[src/hdl/rcds_ram.sv]
// Simple dual-port RAM with one write port and a registered read port.
`timescale 1ns / 1ps
`default_nettype none
module rcds_ram #(
    parameter int W  = 8,
    parameter int D  = 16,
    parameter int AW = $clog2(D)
) (
    input  wire logic          i_clk,
    input  wire logic          i_we,
    input  wire logic [AW-1:0] i_waddr,
    input  wire logic [W-1:0]  i_wdata,
    input  wire logic [AW-1:0] i_raddr,
    output logic      [W-1:0]  o_rdata
);

    logic [W-1:0] r_mem [D];

    always_ff @(posedge i_clk) begin
        if (i_we) begin
            r_mem[i_waddr] <= i_wdata;
        end
        o_rdata <= r_mem[i_raddr];
    end

endmodule
`default_nettype wire

[config.mk]
export PLATFORM = sky130hd
export DESIGN_NAME = rcds_ram
export DESIGN_NICKNAME = d
export VERILOG_FILES = /design/src/hdl/rcds_ram.sv
export SDC_FILE = /design/constraint.sdc
export NUM_CORES = 1
export LEC_CHECK = 0
export BUFFER_PORTS_ARGS = -buffer_cell sky130_fd_sc_hd__buf_2
export CAP_MARGIN = 20
export CELL_PAD_IN_SITES_DETAIL_PLACEMENT = 0
export CELL_PAD_IN_SITES_GLOBAL_PLACEMENT = 1
export CORE_ASPECT_RATIO = 1.1
export CORE_MARGIN = 4
export CORE_UTILIZATION = 45
export CTS_CLUSTER_SIZE = 12
export DETAILED_ROUTE_END_ITERATION = 6
export PLACE_DENSITY = 0.75
export SETUP_SLACK_MARGIN = 0.02
export SLEW_MARGIN = 0
export SYNTH_ARGS = -nofsm -noshare
export SYNTH_HDL_FRONTEND = slang
export SYNTH_SLANG_ARGS = --single-unit
[constraint.sdc]
create_clock -name i_clk -period 1.35 [get_ports i_clk]
set_input_delay 0 -clock i_clk [delete_from_list [all_inputs] [get_ports i_clk]]
set_output_delay 0 -clock i_clk [all_outputs]
set_load 0.02 [all_outputs]
# [Word-level counts from Yosys, hierarchy flattened]
# Memory sizes are Yosys's and may differ from the RTL's. A register that Yosys moved wholly into a read port is not among the register bits.
# Cells that the tools add are included.
[word_totals] register_bits=0 out_inout_bits=8 mem_count=1 ram_bits=128 input_bits=18
[memory_table] name="r_mem" depth=16 word_bits=8 rd=1 rd_ports_with_merged_regs=1 write_ports=1 line_no="17" rtl="logic [W-1:0] r_mem [D];"
[classes] muxes=2
[op_table] op="two-way mux 1 bit" n=2

# [Longest topological paths before layout]
[depth] depth_word=2 depth_mapped=5 mapped_depth_nobuf=3

# [Worst setup path after synthesis]
# Ideal clock, no wire load.
[synth_path] path_type="input to register" from="in i_waddr[2]" to="mem r_mem[0][0] (enable)" required_time_ns=0.967 setup_time_ns=0.383 arrival_ns=1.110 setup_slack_ns=-0.143 path_stages=2 path_cell_list="or3b_2 -> nor3_1"
[synth_lines] item="from (decl)" line_no="11" rtl="input wire logic [AW-1:0] i_waddr,"
[synth_lines] item="to (decl)" line_no="17"
# Straight into the memory's write port.

==> run metrics <==
layout cells sized above 1=35.8%; P&R area growth vs syn=22.7%; Seq cells post-synth=136; Worst setup startpoint=r_mem[3][4]$_DFFE_PP_; starting DRC count in detailed routing=between 150 and 200; Rel. slew slack=around two fifths; Synth area leaders=edfxtp_1, mux4_2, mux4_1, dfxtp_1, a22oi_1; hold slack=roughly 150 ps; post-route cell area=6310 µm²; Worst Path Arrival=1620 ps; antenna violations before repair=0; Synth Warn #=0; clock tree buffer depth=2; peak supply drop=0.000804 V; pwr dens=roughly 1600 nW/µm²; # setup viols final=0; most crowded layer after global routing=met2; # IOs=26; drt total wl=9.86 mm; run status=complete, no violations; Mean Syn Cell Area=between 20 and 25 µm²; row count=40; clock net sink count=approximately 140; Worst setup endpoint=o_rdata[4]$_DFF_P_; reg2reg setup slack=30 ps; core outline area=11,100 µm²; htree depth=4; RSZ-0062 raised after global routing=yes; die height=120 µm; Mapped Area=5150 µm²; Seq/Total Area, Yosys=77.8%; Critical Path Source Type=flip-flop; setup ws final=27.1 ps; GPL Wtd Cong=roughly 0.7; Netlist cell types=19; placed cell areas=5620 µm²; post-synth top area share=between 70% and 80%; Slew Limit Fails=0; root buffer cell=clkbuf_16; Final Skew=4.26 ps; Initial Utilization=~47%; worst-skew pair later-pin latency=410 ps; met2 usage=~27%; HP Class=primary input to flip-flop; Final min period=1320 ps; routed len/inst=21.6 µm; hpwl dp=6.30 mm; met3 GRT Util=4.97%; CTS Buf Count=17; Max-Cap Viols=0; Crit Path Category=flip-flop to flip-flop; final hold vios=0; Post-synth ARST share=0%; Final Instance Count excl. Fillers=457; first-pass GRT wire length=roughly 15 mm; f_max=756 MHz; Setup Buffers After CTS=0; Gate Count Post-Synth=between 200 and 250; die span in x=110 µm; Synth Flop Type=edfxtp_1; Critical R2R Capture=o_rdata[4]$_DFF_P_; Remaining DRCs=0; routing usage on met1=22.0%; GR Overflow Total=0; Post-synth top cells=edfxtp_1, mux4_2, a22oi_1, mux4_1, nor2_1; Placed Instances=418; R2R cell count=4; pre-CTS setup slack=-165 ps; # port buffers=25; reg2reg start=r_mem[3][4]$_DFFE_PP_; GRT Overall Usage=between 15 and 20%; First-pass DRT Iterations=4; dominant cell type by area after synthesis=edfxtp_1; period utilization=a little over nine tenths; Layout Nets=approximately 320; Multi-input gate area=1070 µm²; Routed Antenna Nets=0; Clock transition at path regs=50 ps; Slew @ Worst Pin=877 ps; Vias/cell=between 5 and 6; FILL cells=between 800 and 900; total inserted antenna cells=0; Critical Path Sink Type=flip-flop; top-count cell post-synth=edfxtp_1; CP required=1640 ps; Die ar.=13,200 µm²; Critical Path Fanout Max=1; register area=4000 µm²; leakage=2.15 nW; Synth Net Count=about 250; vias post-DR=2,427; largest net degree at the start of global routing=19; vias in the first global route=2,575; TritonCTS clock tree=built; Post-synth EDFFs=128
-- cells by family after synthesis --
logic type	count (synthesis)	synth area share, %
compound gates	16	2.33
buf+inv	10	1.68
flops	136	77.8
mux	32	15.0
simple gates	35	3.18
-- per-stage QoR --
stage                     setup TNS [ps]  utilization [%]  power (W)
after floorplan                        0                -    0.00510
after global placement              -599             50.8    0.00532
after detailed placement            -625             50.8    0.00533
after CTS                              0             57.1     0.0100
after global routing               -76.1             57.1     0.0103
final                                  0             57.1    0.00993
-- state kept, by name, summed over array words and instances, names as in the netlist --
name	count
r_mem	128
o_rdata	8
-- routing by layer --
metal,up-vias,wire length [µm]
li1,1111,-
met1,1246,4170
met2,58,5110
met3,12,436
met4,0,144
met5,-,0
-- final cells by class --
type	instances	share of cell area [%]
clock inverters	14	2.89
multi-input cells	83	17.0
flip-flops and latches	136	63.4
well taps	147	2.91
clock buffers	17	6.74
repair buffers	60	7.06
-- what timing repair did --
action                                 CTS  global route
pin swaps                                1             2
hold buffers                             8             0
setup endpoints to repair                3             7
gates resized for setup                  5             4
endpoints found under the hold margin  128             0
-- cells in the final DEF, fill, tap and decap left out, types with 2 or more instances in the layout --
cell           count
a22oi_1           11
a22oi_2            5
buf_12             3
buf_2             25
buf_4             24
bufinv_16          4
clkbuf_16         17
clkinv_2           4
clkinvlp_4         4
dfxtp_1            8
dlygate4sd3_1      8
edfxtp_1         128
mux4_1            10
mux4_2            22
nand2_1            9
nand2b_1           2
nand3b_1           2
nor2_1            13
nor3_1             3
-- report_power, final --
part / leakage, nW / switching [W] / total, W / internal [W]
combinational: 0.643 / 0.000284 / 0.000515 / 0.000231
clock: 0.288 / 0.00161 / 0.00467 / 0.00305
sequential: 1.22 / 0.0000290 / 0.00475 / 0.00472
-- critical path, stage by stage, from the launching register on --
cell and delay, ps:
edfxtp_1 350, mux4_2 480, a22oi_2 190, buf_4 150, nand2_1 40
-- worst min path at each step --
| stage | start | depth (start not counted) | to |
|---|---|---|---|
| after global placement | i_wdata[5] | 1 | r_mem[9][5]$_DFFE_PP_ |
| after detailed placement | i_wdata[5] | 1 | r_mem[14][5]$_DFFE_PP_ |
| after global routing | i_waddr[1] | 3 | r_mem[0][4]$_DFFE_PP_ |
| after floorplan | i_wdata[0] | 0 | r_mem[0][0]$_DFFE_PP_ |
| after CTS | i_waddr[1] | 3 | r_mem[0][2]$_DFFE_PP_ |
| final | i_waddr[1] | 3 | r_mem[0][6]$_DFFE_PP_ |
(Power assumes the default switching activity.)
