File: src/hdl/rcds_pkg.sv
// Shared constants, types and tables for the raster cost-distance sum block.
`timescale 1ns / 1ps
`default_nettype none
package rcds_pkg;

    localparam int MAX_SIDE  = 64;
    localparam int FRAC_BITS = 8;
    localparam int NCELLS    = MAX_SIDE * MAX_SIDE;
    localparam int ADDR_W    = $clog2(NCELLS);
    localparam int CNT_W     = $clog2(NCELLS + 1);
    localparam int POS_W     = 6;                        // start_row / start_col width
    localparam int SIDE_W    = 7;
    localparam int COST_W    = 16;
    localparam int CELL_W    = COST_W + 1;               // outside flag above cost
    localparam int DIST_W    = 34;
    localparam int NODE_W    = DIST_W + 1;               // reached flag above distance
    localparam int ORTH_W    = COST_W + FRAC_BITS;
    localparam int SQRT2_Q16 = 92682;
    localparam int DIAG_VAL  = (((SQRT2_Q16 * 2) >> (16 - FRAC_BITS)) + 1) >> 1;
    localparam int DIAG_W    = $clog2(DIAG_VAL + 1);
    localparam int DWGT_W    = COST_W + DIAG_W;
    localparam int MUL_W     = 21;
    localparam int PROD_W    = 2 * MUL_W;
    localparam int G_W       = 2 * POS_W + 1;            // dr^2 + dc^2
    localparam int SUM_W     = 32;
    localparam int INT_W     = DIST_W - FRAC_BITS;

    localparam logic [DIST_W-1:0] DIST_SAT = {DIST_W{1'b1}};

    typedef enum logic [1:0] {
        CFG_SIDE   = 2'd0,
        CFG_CSIZE  = 2'd1,
        CFG_RADIUS = 2'd2,
        CFG_MAXSUM = 2'd3
    } t_cfg_idx;

    // neighbor offsets in direction order
    localparam logic signed [1:0] DIR_ROW [8] = '{-2'sd1, -2'sd1, -2'sd1, 2'sd0,
                                                   2'sd0,  2'sd1,  2'sd1, 2'sd1};
    localparam logic signed [1:0] DIR_COL [8] = '{-2'sd1, 2'sd0, 2'sd1, -2'sd1,
                                                   2'sd1, -2'sd1, 2'sd0, 2'sd1};

endpackage
`default_nettype wire

File: src/hdl/rcds_mul.sv
// Shared multiplier with a registered product.
`timescale 1ns / 1ps
`default_nettype none
module rcds_mul (
    input  wire logic                        i_clk,
    input  wire logic [rcds_pkg::MUL_W-1:0]  i_a,
    input  wire logic [rcds_pkg::MUL_W-1:0]  i_b,
    output logic      [rcds_pkg::PROD_W-1:0] o_p
);
    import rcds_pkg::*;

    always_ff @(posedge i_clk) begin
        o_p <= PROD_W'(i_a) * PROD_W'(i_b);
    end

endmodule
`default_nettype wire

File: config.mk
export PLATFORM = sky130hd
export DESIGN_NAME = rcds_mul
export DESIGN_NICKNAME = d
export VERILOG_FILES = /design/src/hdl/rcds_pkg.sv /design/src/hdl/rcds_mul.sv
export SDC_FILE = /design/constraint.sdc
export NUM_CORES = 1
export LEC_CHECK = 0
export BUFFER_PORTS_ARGS = -buffer_cell sky130_fd_sc_hd__buf_2
export CORE_MARGIN = 8
export CORE_UTILIZATION = 60
export DETAILED_ROUTE_END_ITERATION = 8
export PLACE_DENSITY = 0.79
export SLEW_MARGIN = 15
export SYNTH_ARGS = -nofsm -noshare
export SYNTH_HDL_FRONTEND = slang
export SYNTH_SLANG_ARGS = --single-unit
File: constraint.sdc
create_clock -name i_clk -period 10.4 [get_ports i_clk]
set_clock_uncertainty 0.1 [all_clocks]
set_input_delay 2.08 -clock i_clk [delete_from_list [all_inputs] [get_ports i_clk]]
set_output_delay 2.08 -clock i_clk [all_outputs]
set_load 0.005 [all_outputs]
# [After elaboration in Yosys (flattened, before gate mapping)]
# Index checks and enable logic that the tools add are counted.
[totals] register_bits=42 in_bits=43 output_inout_bits=42
[classes] n_mul=1
[op_table] cell="multiplier 21 x 21 -> 42 bit" count=1

# [Depth between registers and ports, before layout]
# Gate-level depths: netlist of the first run.
[depth] ltp_word=1 ltp_mapped=24 depth_no_buf=23

# [Worst setup path before layout of the first run]
# OpenSTA, ideal clock, no wires.
[synth_path] kind="in2reg" startpoint="input port i_a[9] (netlist bit)" endpoint="register o_p[41] (netlist bit)" arrival_time_ns=7.905 setup_slack_ns=2.280 path_stages=23 n_path_buf=1 cell_sequence="clkbuf_1 and2_1 fa_1 fa_1 inv_1 fa_1 inv_1 fa_1 inv_1 fa_1 inv_1 fa_1 inv_1 fa_1 inv_1 ha_1 a21oi_1 a21boi_1 o311a_4 a211oi_4 a21oi_2 a31o_1 and3_1"
[synth_via] elab_chain_cells=1
[synth_rtl] element="from (decl)" line_no="rcds_mul.sv:6" rtl="input wire logic [rcds_pkg::MUL_W-1:0] i_a,"
[synth_rtl] element="multiplier 21 x 21 -> 42 bit" line_no="rcds_mul.sv:13" rtl="o_p <= PROD_W'(i_a) * PROD_W'(i_b);"
[synth_rtl] element="to (signal assigned)" line_no="rcds_mul.sv:13"
[synth_rtl] element="to (decl)" line_no="rcds_mul.sv:8" rtl="output logic [rcds_pkg::PROD_W-1:0] o_p"
# Every way passes these cells.

# [Final worst setup path of the first run]
[layout_path] startpoint="input port i_a[8] (netlist bit)" endpoint="register o_p[41] (netlist bit)"
# Same word-level chain as after synthesis.

==> reports/summary.txt, run 1 <==
Status: finished, final reports clean
HP Class: in -> reg
Min-delay src: i_b[0]
Worst Hold Depth: 2
TritonCTS buffer count: 5
Post-DP Area: 16300 sq um
Global Route Usage Sum: 0.246
Top cells by count, synth: inv_1, fa_1, and2_1, nand2_1, ha_1
Reg clk slew, reported paths: 70 ps
Period Utilization, post-route: 0.811
Primary FF master, synth: dfxtp_1
Share of layout cells above drive strength 1: 0.0580
Number of cells produced by synthesis: 1760
Final hold vios: 0
Die Area: 31700 sq um
FF+latch count, synth: 42
Diodes inserted: 0
Largest regs: o_p: 42 flops
Minimum clock period: 8440 ps
Top-area cell type share of the netlist area: 0.454
CTS Root Buffer Type: clkbuf_16
Htree depth: 2
CP max stage delay: 540 ps
Die Wd: 178 um
RSZ-0062 raised after global routing: false
Vias: 11500
Largest cells by area after synthesis: fa_1, ha_1, and2_1
GR met2 Demand/Resource: 0.436
CTS tree: done
Worst EP required: 10480 ps
Top Usage Layer GRT: met2
Core Region: 25900 sq um
Crit-path slowest cell: fa_1
Design Area, Final: 16500 sq um
Grt ovf: 0
Max cap viols: 0
CP endpoint kind: flop
Rel. slew slack: 0.668
Grt met3 use: 0.0256
Total wire length: 36400 um
Vias in the first global route: 12800
Post-synth EDFFs: 0
Crit Path Max Fanout: 21
Avg WL per Cell: 17.4 um
Synth-to-Final Area Change: 4.34%
Met1 global-route usage: 0.312
Dominant cell by count in the synthesized netlist: inv_1
Vias per cell: 5.49
Final Max Tran Viols: 0
Die Height: 178 um
# setup viols final: 0
Fin Setup TNS: 0 ps
Hold Path Sink: o_p[0]
DR DRC count: 0
Avg Synthesized Cell Area: 8.97 sq um
Biggest register: o_p
Antenna viol nets, final: 0
Mapped Area: 15800 sq um
Clock sinks: 42
Synth Net Count: 2313
Dpl hpwl: 31000 um
Initial core utilization: 0.609
Synth area leader: fa_1
Buffers on Ports: 84
Initial antenna violation count: 0
Critical Path, Cell by Cell: buf_2 > and2_1 > fa_1 > fa_1 > inv_1 > fa_1 > inv_1 > fa_1 > inv_1 > fa_1 > inv_1 > fa_1 > inv_1 > fa_1 > inv_1 > ha_1 > a21oi_1 > a21boi_1 > o311a_4 > a211oi_4 > a21oi_2 > a31o_1 > and3_1
Fin nets: 2311
Post-CTS Setup Repair Bufs: 0
First-pass GRT wire length: 62900 um
Synth warnings: 0
Largest net degree at the start of global routing: 22
# hold bufs at CTS: 0
Critical path arrival: 8510 ps
Worst-margin pin slew: 498 ps
CP Launch Type: input port
Synth unique cells: 49
Register area share after synthesis: 0.0533
Fraction of registers with async set/reset: 0
Kind of critical path: in -> reg
Most used cell, CP: fa_1
Max reg flops: 42
Initial drt markers: 669
Io pins: 85
Routability cong.: 0.894
Fmax achieved: 0.119 GHz
Post_cts resized: 0
# rows: 59
DR pass1 iterations: 7
Max clock buf depth: 2
## critical path: cells and delay by family
kind | cells | cell delay, ps
AND/OR/NAND/NOR | 2 | 380
buffers and inverters | 7 | 650
AO/OA/AOI/OAI | 6 | 1590
adder cells (fa/ha/maj) | 8 | 3800
## worst max path at each step
| stage | startpoint | end | slack (ps) | cells past startpoint |
|---|---|---|---|---|
| after floorplan | i_a[9] | o_p[41] | 2280 | 23 |
| after global placement | i_a[7] | o_p[38] | 1850 | 22 |
| after detailed placement | i_a[8] | o_p[41] | 1690 | 23 |
| after CTS | i_a[8] | o_p[41] | 1990 | 23 |
| after global routing | i_a[8] | o_p[41] | 1700 | 23 |
| final | i_a[8] | o_p[41] | 1960 | 23 |
## cells by family (layout without fill, tap and decap cells)
family,after synthesis,after routing,share of synthesized area
adder cells (fa/ha/maj),510,510,0.575
buffers and inverters,492,491,0.117
AO/OA/AOI/OAI,130,130,0.0553
flip-flops,42,42,0.0533
AND/OR/NAND/NOR,549,549,0.179
XOR/XNOR,37,37,0.0205
## metrics by stage
stage                     worst slack [ps]  hold slack [ps]  cells   util
after floorplan                       2280             2110   1760      -
after global placement                1850             2360   2086  0.628
after detailed placement              1690             2360   2086  0.628
after CTS                             1990             2130   2094  0.636
after global routing                  1700             2150   2094  0.636
final                                 1960             2140   2094  0.636
## per-layer routing
metal	wire, um	up-vias
li1	-	5174
met2	18800	346
met5	0	-
met4	1230	0
met1	14500	5886
met3	1840	93
## cell usage in the layout (no fill, tap or decap), drive strengths merged, types with 4 or more instances in the layout
| cell type | netlist | final |
|---|---|---|
| a21o | 20 | 20 |
| a21oi | 42 | 42 |
| a31oi | 8 | 8 |
| and2 | 265 | 265 |
| and3 | 5 | 5 |
| buf | 0 | 84 |
| clkbuf | 93 | 5 |
| dfxtp | 42 | 42 |
| fa | 358 | 358 |
| ha | 152 | 152 |
| inv | 399 | 399 |
| nand2 | 218 | 218 |
| nand3 | 10 | 10 |
| nand4 | 8 | 8 |
| nor2 | 24 | 24 |
| nor3 | 6 | 6 |
| o21a | 4 | 4 |
| o21ai | 26 | 26 |
| o21bai | 7 | 7 |
| xnor2 | 25 | 25 |
| xor2 | 12 | 12 |
## layout make-up
cell class                      count  area, sq um
Multi-Input combinational cell   1226        13100
Clock inverter                      3         68.8
Clock buffer                        5          125
Inverter                          399         1500
Timing Repair Buffer               84          420
Fill cell                        2154         9440
Sequential cell                    42          841
Tap cell                          335          419
Power of run 1 is not shown: default switching activity piles up to over one toggle a cycle in this logic, so the estimate is an artifact.
==> run 2: changes to the inputs <==
==> constraint.sdc (replaced) <==
create_clock -name i_clk -period 8.8 [get_ports i_clk]
set_clock_uncertainty 0.1 [all_clocks]
set_input_delay 1.76 -clock i_clk [delete_from_list [all_inputs] [get_ports i_clk]]
set_output_delay 1.76 -clock i_clk [all_outputs]
set_load 0.005 [all_outputs]
==> run 2 against run 1 <==
  * First-iteration DRC count shrank 1.0%
  * Cell area shrank 0.17%
  * Non-clock buffer count grew 4
  * Count of clock-buffer cells in the layout is the same
  * Sequential share of layout area is essentially flat
  * Via count grew 1.3%
  * Die area is the same
  * Core utilization shrank 0.11 points
  * Hold slack lost 310 ps
  * Critical path depth shrank 1
  * Sequential cell count is the same
  * Highest routed layer unchanged
==> reports/summary.txt, run 2 (same netlist as run 1, synthesis figures left out) <==
Minimum clock period: 8100 ps
Worst-margin pin slew: 508 ps (was 498 ps)
Min-delay src: i_b[0] (unchanged)
Status: finished, final reports clean (unchanged)
Htree depth: 2 (unchanged)
Vias per cell: 5.55 (was 5.49)
Io pins: 85 (unchanged)
# setup viols final: 0 (unchanged)
DR pass1 iterations: 5 (was 7)
Commonest non-fill, non-tap cells in the layout: inv_1, fa_1, and2_1 (unchanged)
Fin Setup TNS: 0 ps (unchanged)
CP endpoint kind: flop (unchanged)
Vias in the first global route: 13000 (was 12800)
Kind of critical path: in -> reg (unchanged)
Fin nets: 2315 (was 2311)
First-pass GRT wire length: 62700 um (was 62900 um)
Largest net degree at the start of global routing: 22 (unchanged)
Initial antenna violation count: 0 (unchanged)
Diodes inserted: 0 (unchanged)
Antenna viol nets, final: 0 (unchanged)
Crit-path slowest cell: fa_1 (unchanged)
Biggest register: o_p (unchanged)
Critical Path, Cell by Cell: buf_2 > nand2_1 > fa_1 > inv_1 > fa_1 > inv_1 > fa_1 > inv_1 > fa_1 > fa_1 > fa_1 > inv_1 > fa_1 > inv_1 > ha_1 > nand2_1 > nor4_2 > o211ai_1 > a31oi_1 > o21ai_0 > or4_1 > nand3b_1 (was buf_2 > and2_1 > fa_1 > fa_1 > inv_1 > fa_1 > inv_1 > fa_1 > inv_1 > fa_1 > inv_1 > fa_1 > inv_1 > fa_1 > inv_1 > ha_1 > a21oi_1 > a21boi_1 > o311a_4 > a211oi_4 > a21oi_2 > a31o_1 > and3_1)
Dpl hpwl: 31200 um (was 31000 um)
Total wire length: 36700 um (was 36400 um)
Crit Path Max Fanout: 21 (unchanged)
Fmax achieved: 0.124 GHz
Die Area: 31700 sq um (unchanged)
Critical path arrival: 8220 ps (was 8510 ps)
Post-CTS Setup Repair Bufs: 0 (unchanged)
CTS tree: done (unchanged)
Met1 global-route usage: 0.306 (was 0.312)
RSZ-0062 raised after global routing: false (unchanged)
Vias: 11600 (was 11500)
GR met2 Demand/Resource: 0.429 (was 0.436)
Worst Hold Depth: 2 (unchanged)
Die Height: 178 um (unchanged)
Initial core utilization: 0.609 (unchanged)
Global Route Usage Sum: 0.246 (about the same)
Reg clk slew, reported paths: 60 ps (was 70 ps)
Synth-to-Final Area Change: 4.15% (was 4.34%)
CP max stage delay: 550 ps (was 540 ps)
HP Class: in -> reg (unchanged)
CP Launch Type: input port (unchanged)
DR DRC count: 0 (unchanged)
Clock sinks: 42 (unchanged)
CTS Root Buffer Type: clkbuf_16 (unchanged)
Grt ovf: 0 (unchanged)
Rel. slew slack: 0.661 (was 0.668)
Post_cts resized: 0 (unchanged)
Most used cell, CP: fa_1 (unchanged)
Initial drt markers: 662 (was 669)
Period Utilization, post-route: 0.920
Die Wd: 178 um (unchanged)
Commonest non-fill, non-tap cell in the layout: inv_1 (unchanged)
Largest regs: o_p: 42 flops (unchanged)
Critical path's top delay family: adder cells (unchanged)
Final Max Tran Viols: 0 (unchanged)
Worst EP required: 8920 ps (was 10480 ps)
Max reg flops: 42 (unchanged)
# rows: 59 (unchanged)
Max clock buf depth: 2 (unchanged)
# hold bufs at CTS: 0 (unchanged)
Buffers on Ports: 84 (unchanged)
TritonCTS buffer count: 5 (unchanged)
Core Region: 25900 sq um (unchanged)
Grt met3 use: 0.0334 (was 0.0256)
Final hold vios: 0 (unchanged)
Share of layout cells above drive strength 1: 0.0596 (was 0.0580)
Top Usage Layer GRT: met2 (unchanged)
Max cap viols: 0 (unchanged)
Routability cong.: 0.911 (was 0.894)
Avg WL per Cell: 17.5 um (was 17.4 um)
Hold Path Sink: o_p[0] (unchanged)
Buf/Inv on CP: 6 (was 7)
[run 2: layer usage]
layer | wire [um] | up-vias
met3 | 2080 | 96
li1 | - | 5183
met1 | 14600 | 5966
met4 | 1280 | 0
met5 | 0 | -
met2 | 18700 | 402
[run 2: final cells by class]
| type | count | area (sq um) |
|---|---|---|
| sequential | 42 | 841 |
| clock inverter | 2 | 10.0 |
| multi-input combinational | 1226 | 13100 |
| inverter | 399 | 1500 |
| fill | 2171 | 9470 |
| timing repair buffer | 88 | 450 |
| tap | 335 | 419 |
| clock buffer | 5 | 125 |
[run 2: worst max-delay path by stage]
stage | start | to | slack [ps] | depth (start not counted)
CTS | i_a[7] | o_p[38] | 740 | 22
detailed placement | i_a[7] | o_p[38] | 500 | 22
finish | i_a[7] | o_p[38] | 700 | 22
floorplan | i_a[9] | o_p[41] | 1000 | 23
global route | i_a[7] | o_p[38] | 400 | 22
global placement | i_a[7] | o_p[38] | 580 | 22
[run 2: per-stage QoR]
stage | hold WS [ps] | instance area (sq um) | setup slack (ps) | cells | util
after floorplan | 1790 | 15800 | 1000 | 1760 | -
after global placement | 2040 | 16300 | 576 | 2090 | 0.629
after detailed placement | 2040 | 16300 | 501 | 2090 | 0.629
after CTS | 1820 | 16400 | 745 | 2097 | 0.634
after global routing | 1830 | 16400 | 398 | 2097 | 0.634
final | 1830 | 16400 | 703 | 2097 | 0.634
Power of run 2 is left out for the same reason.
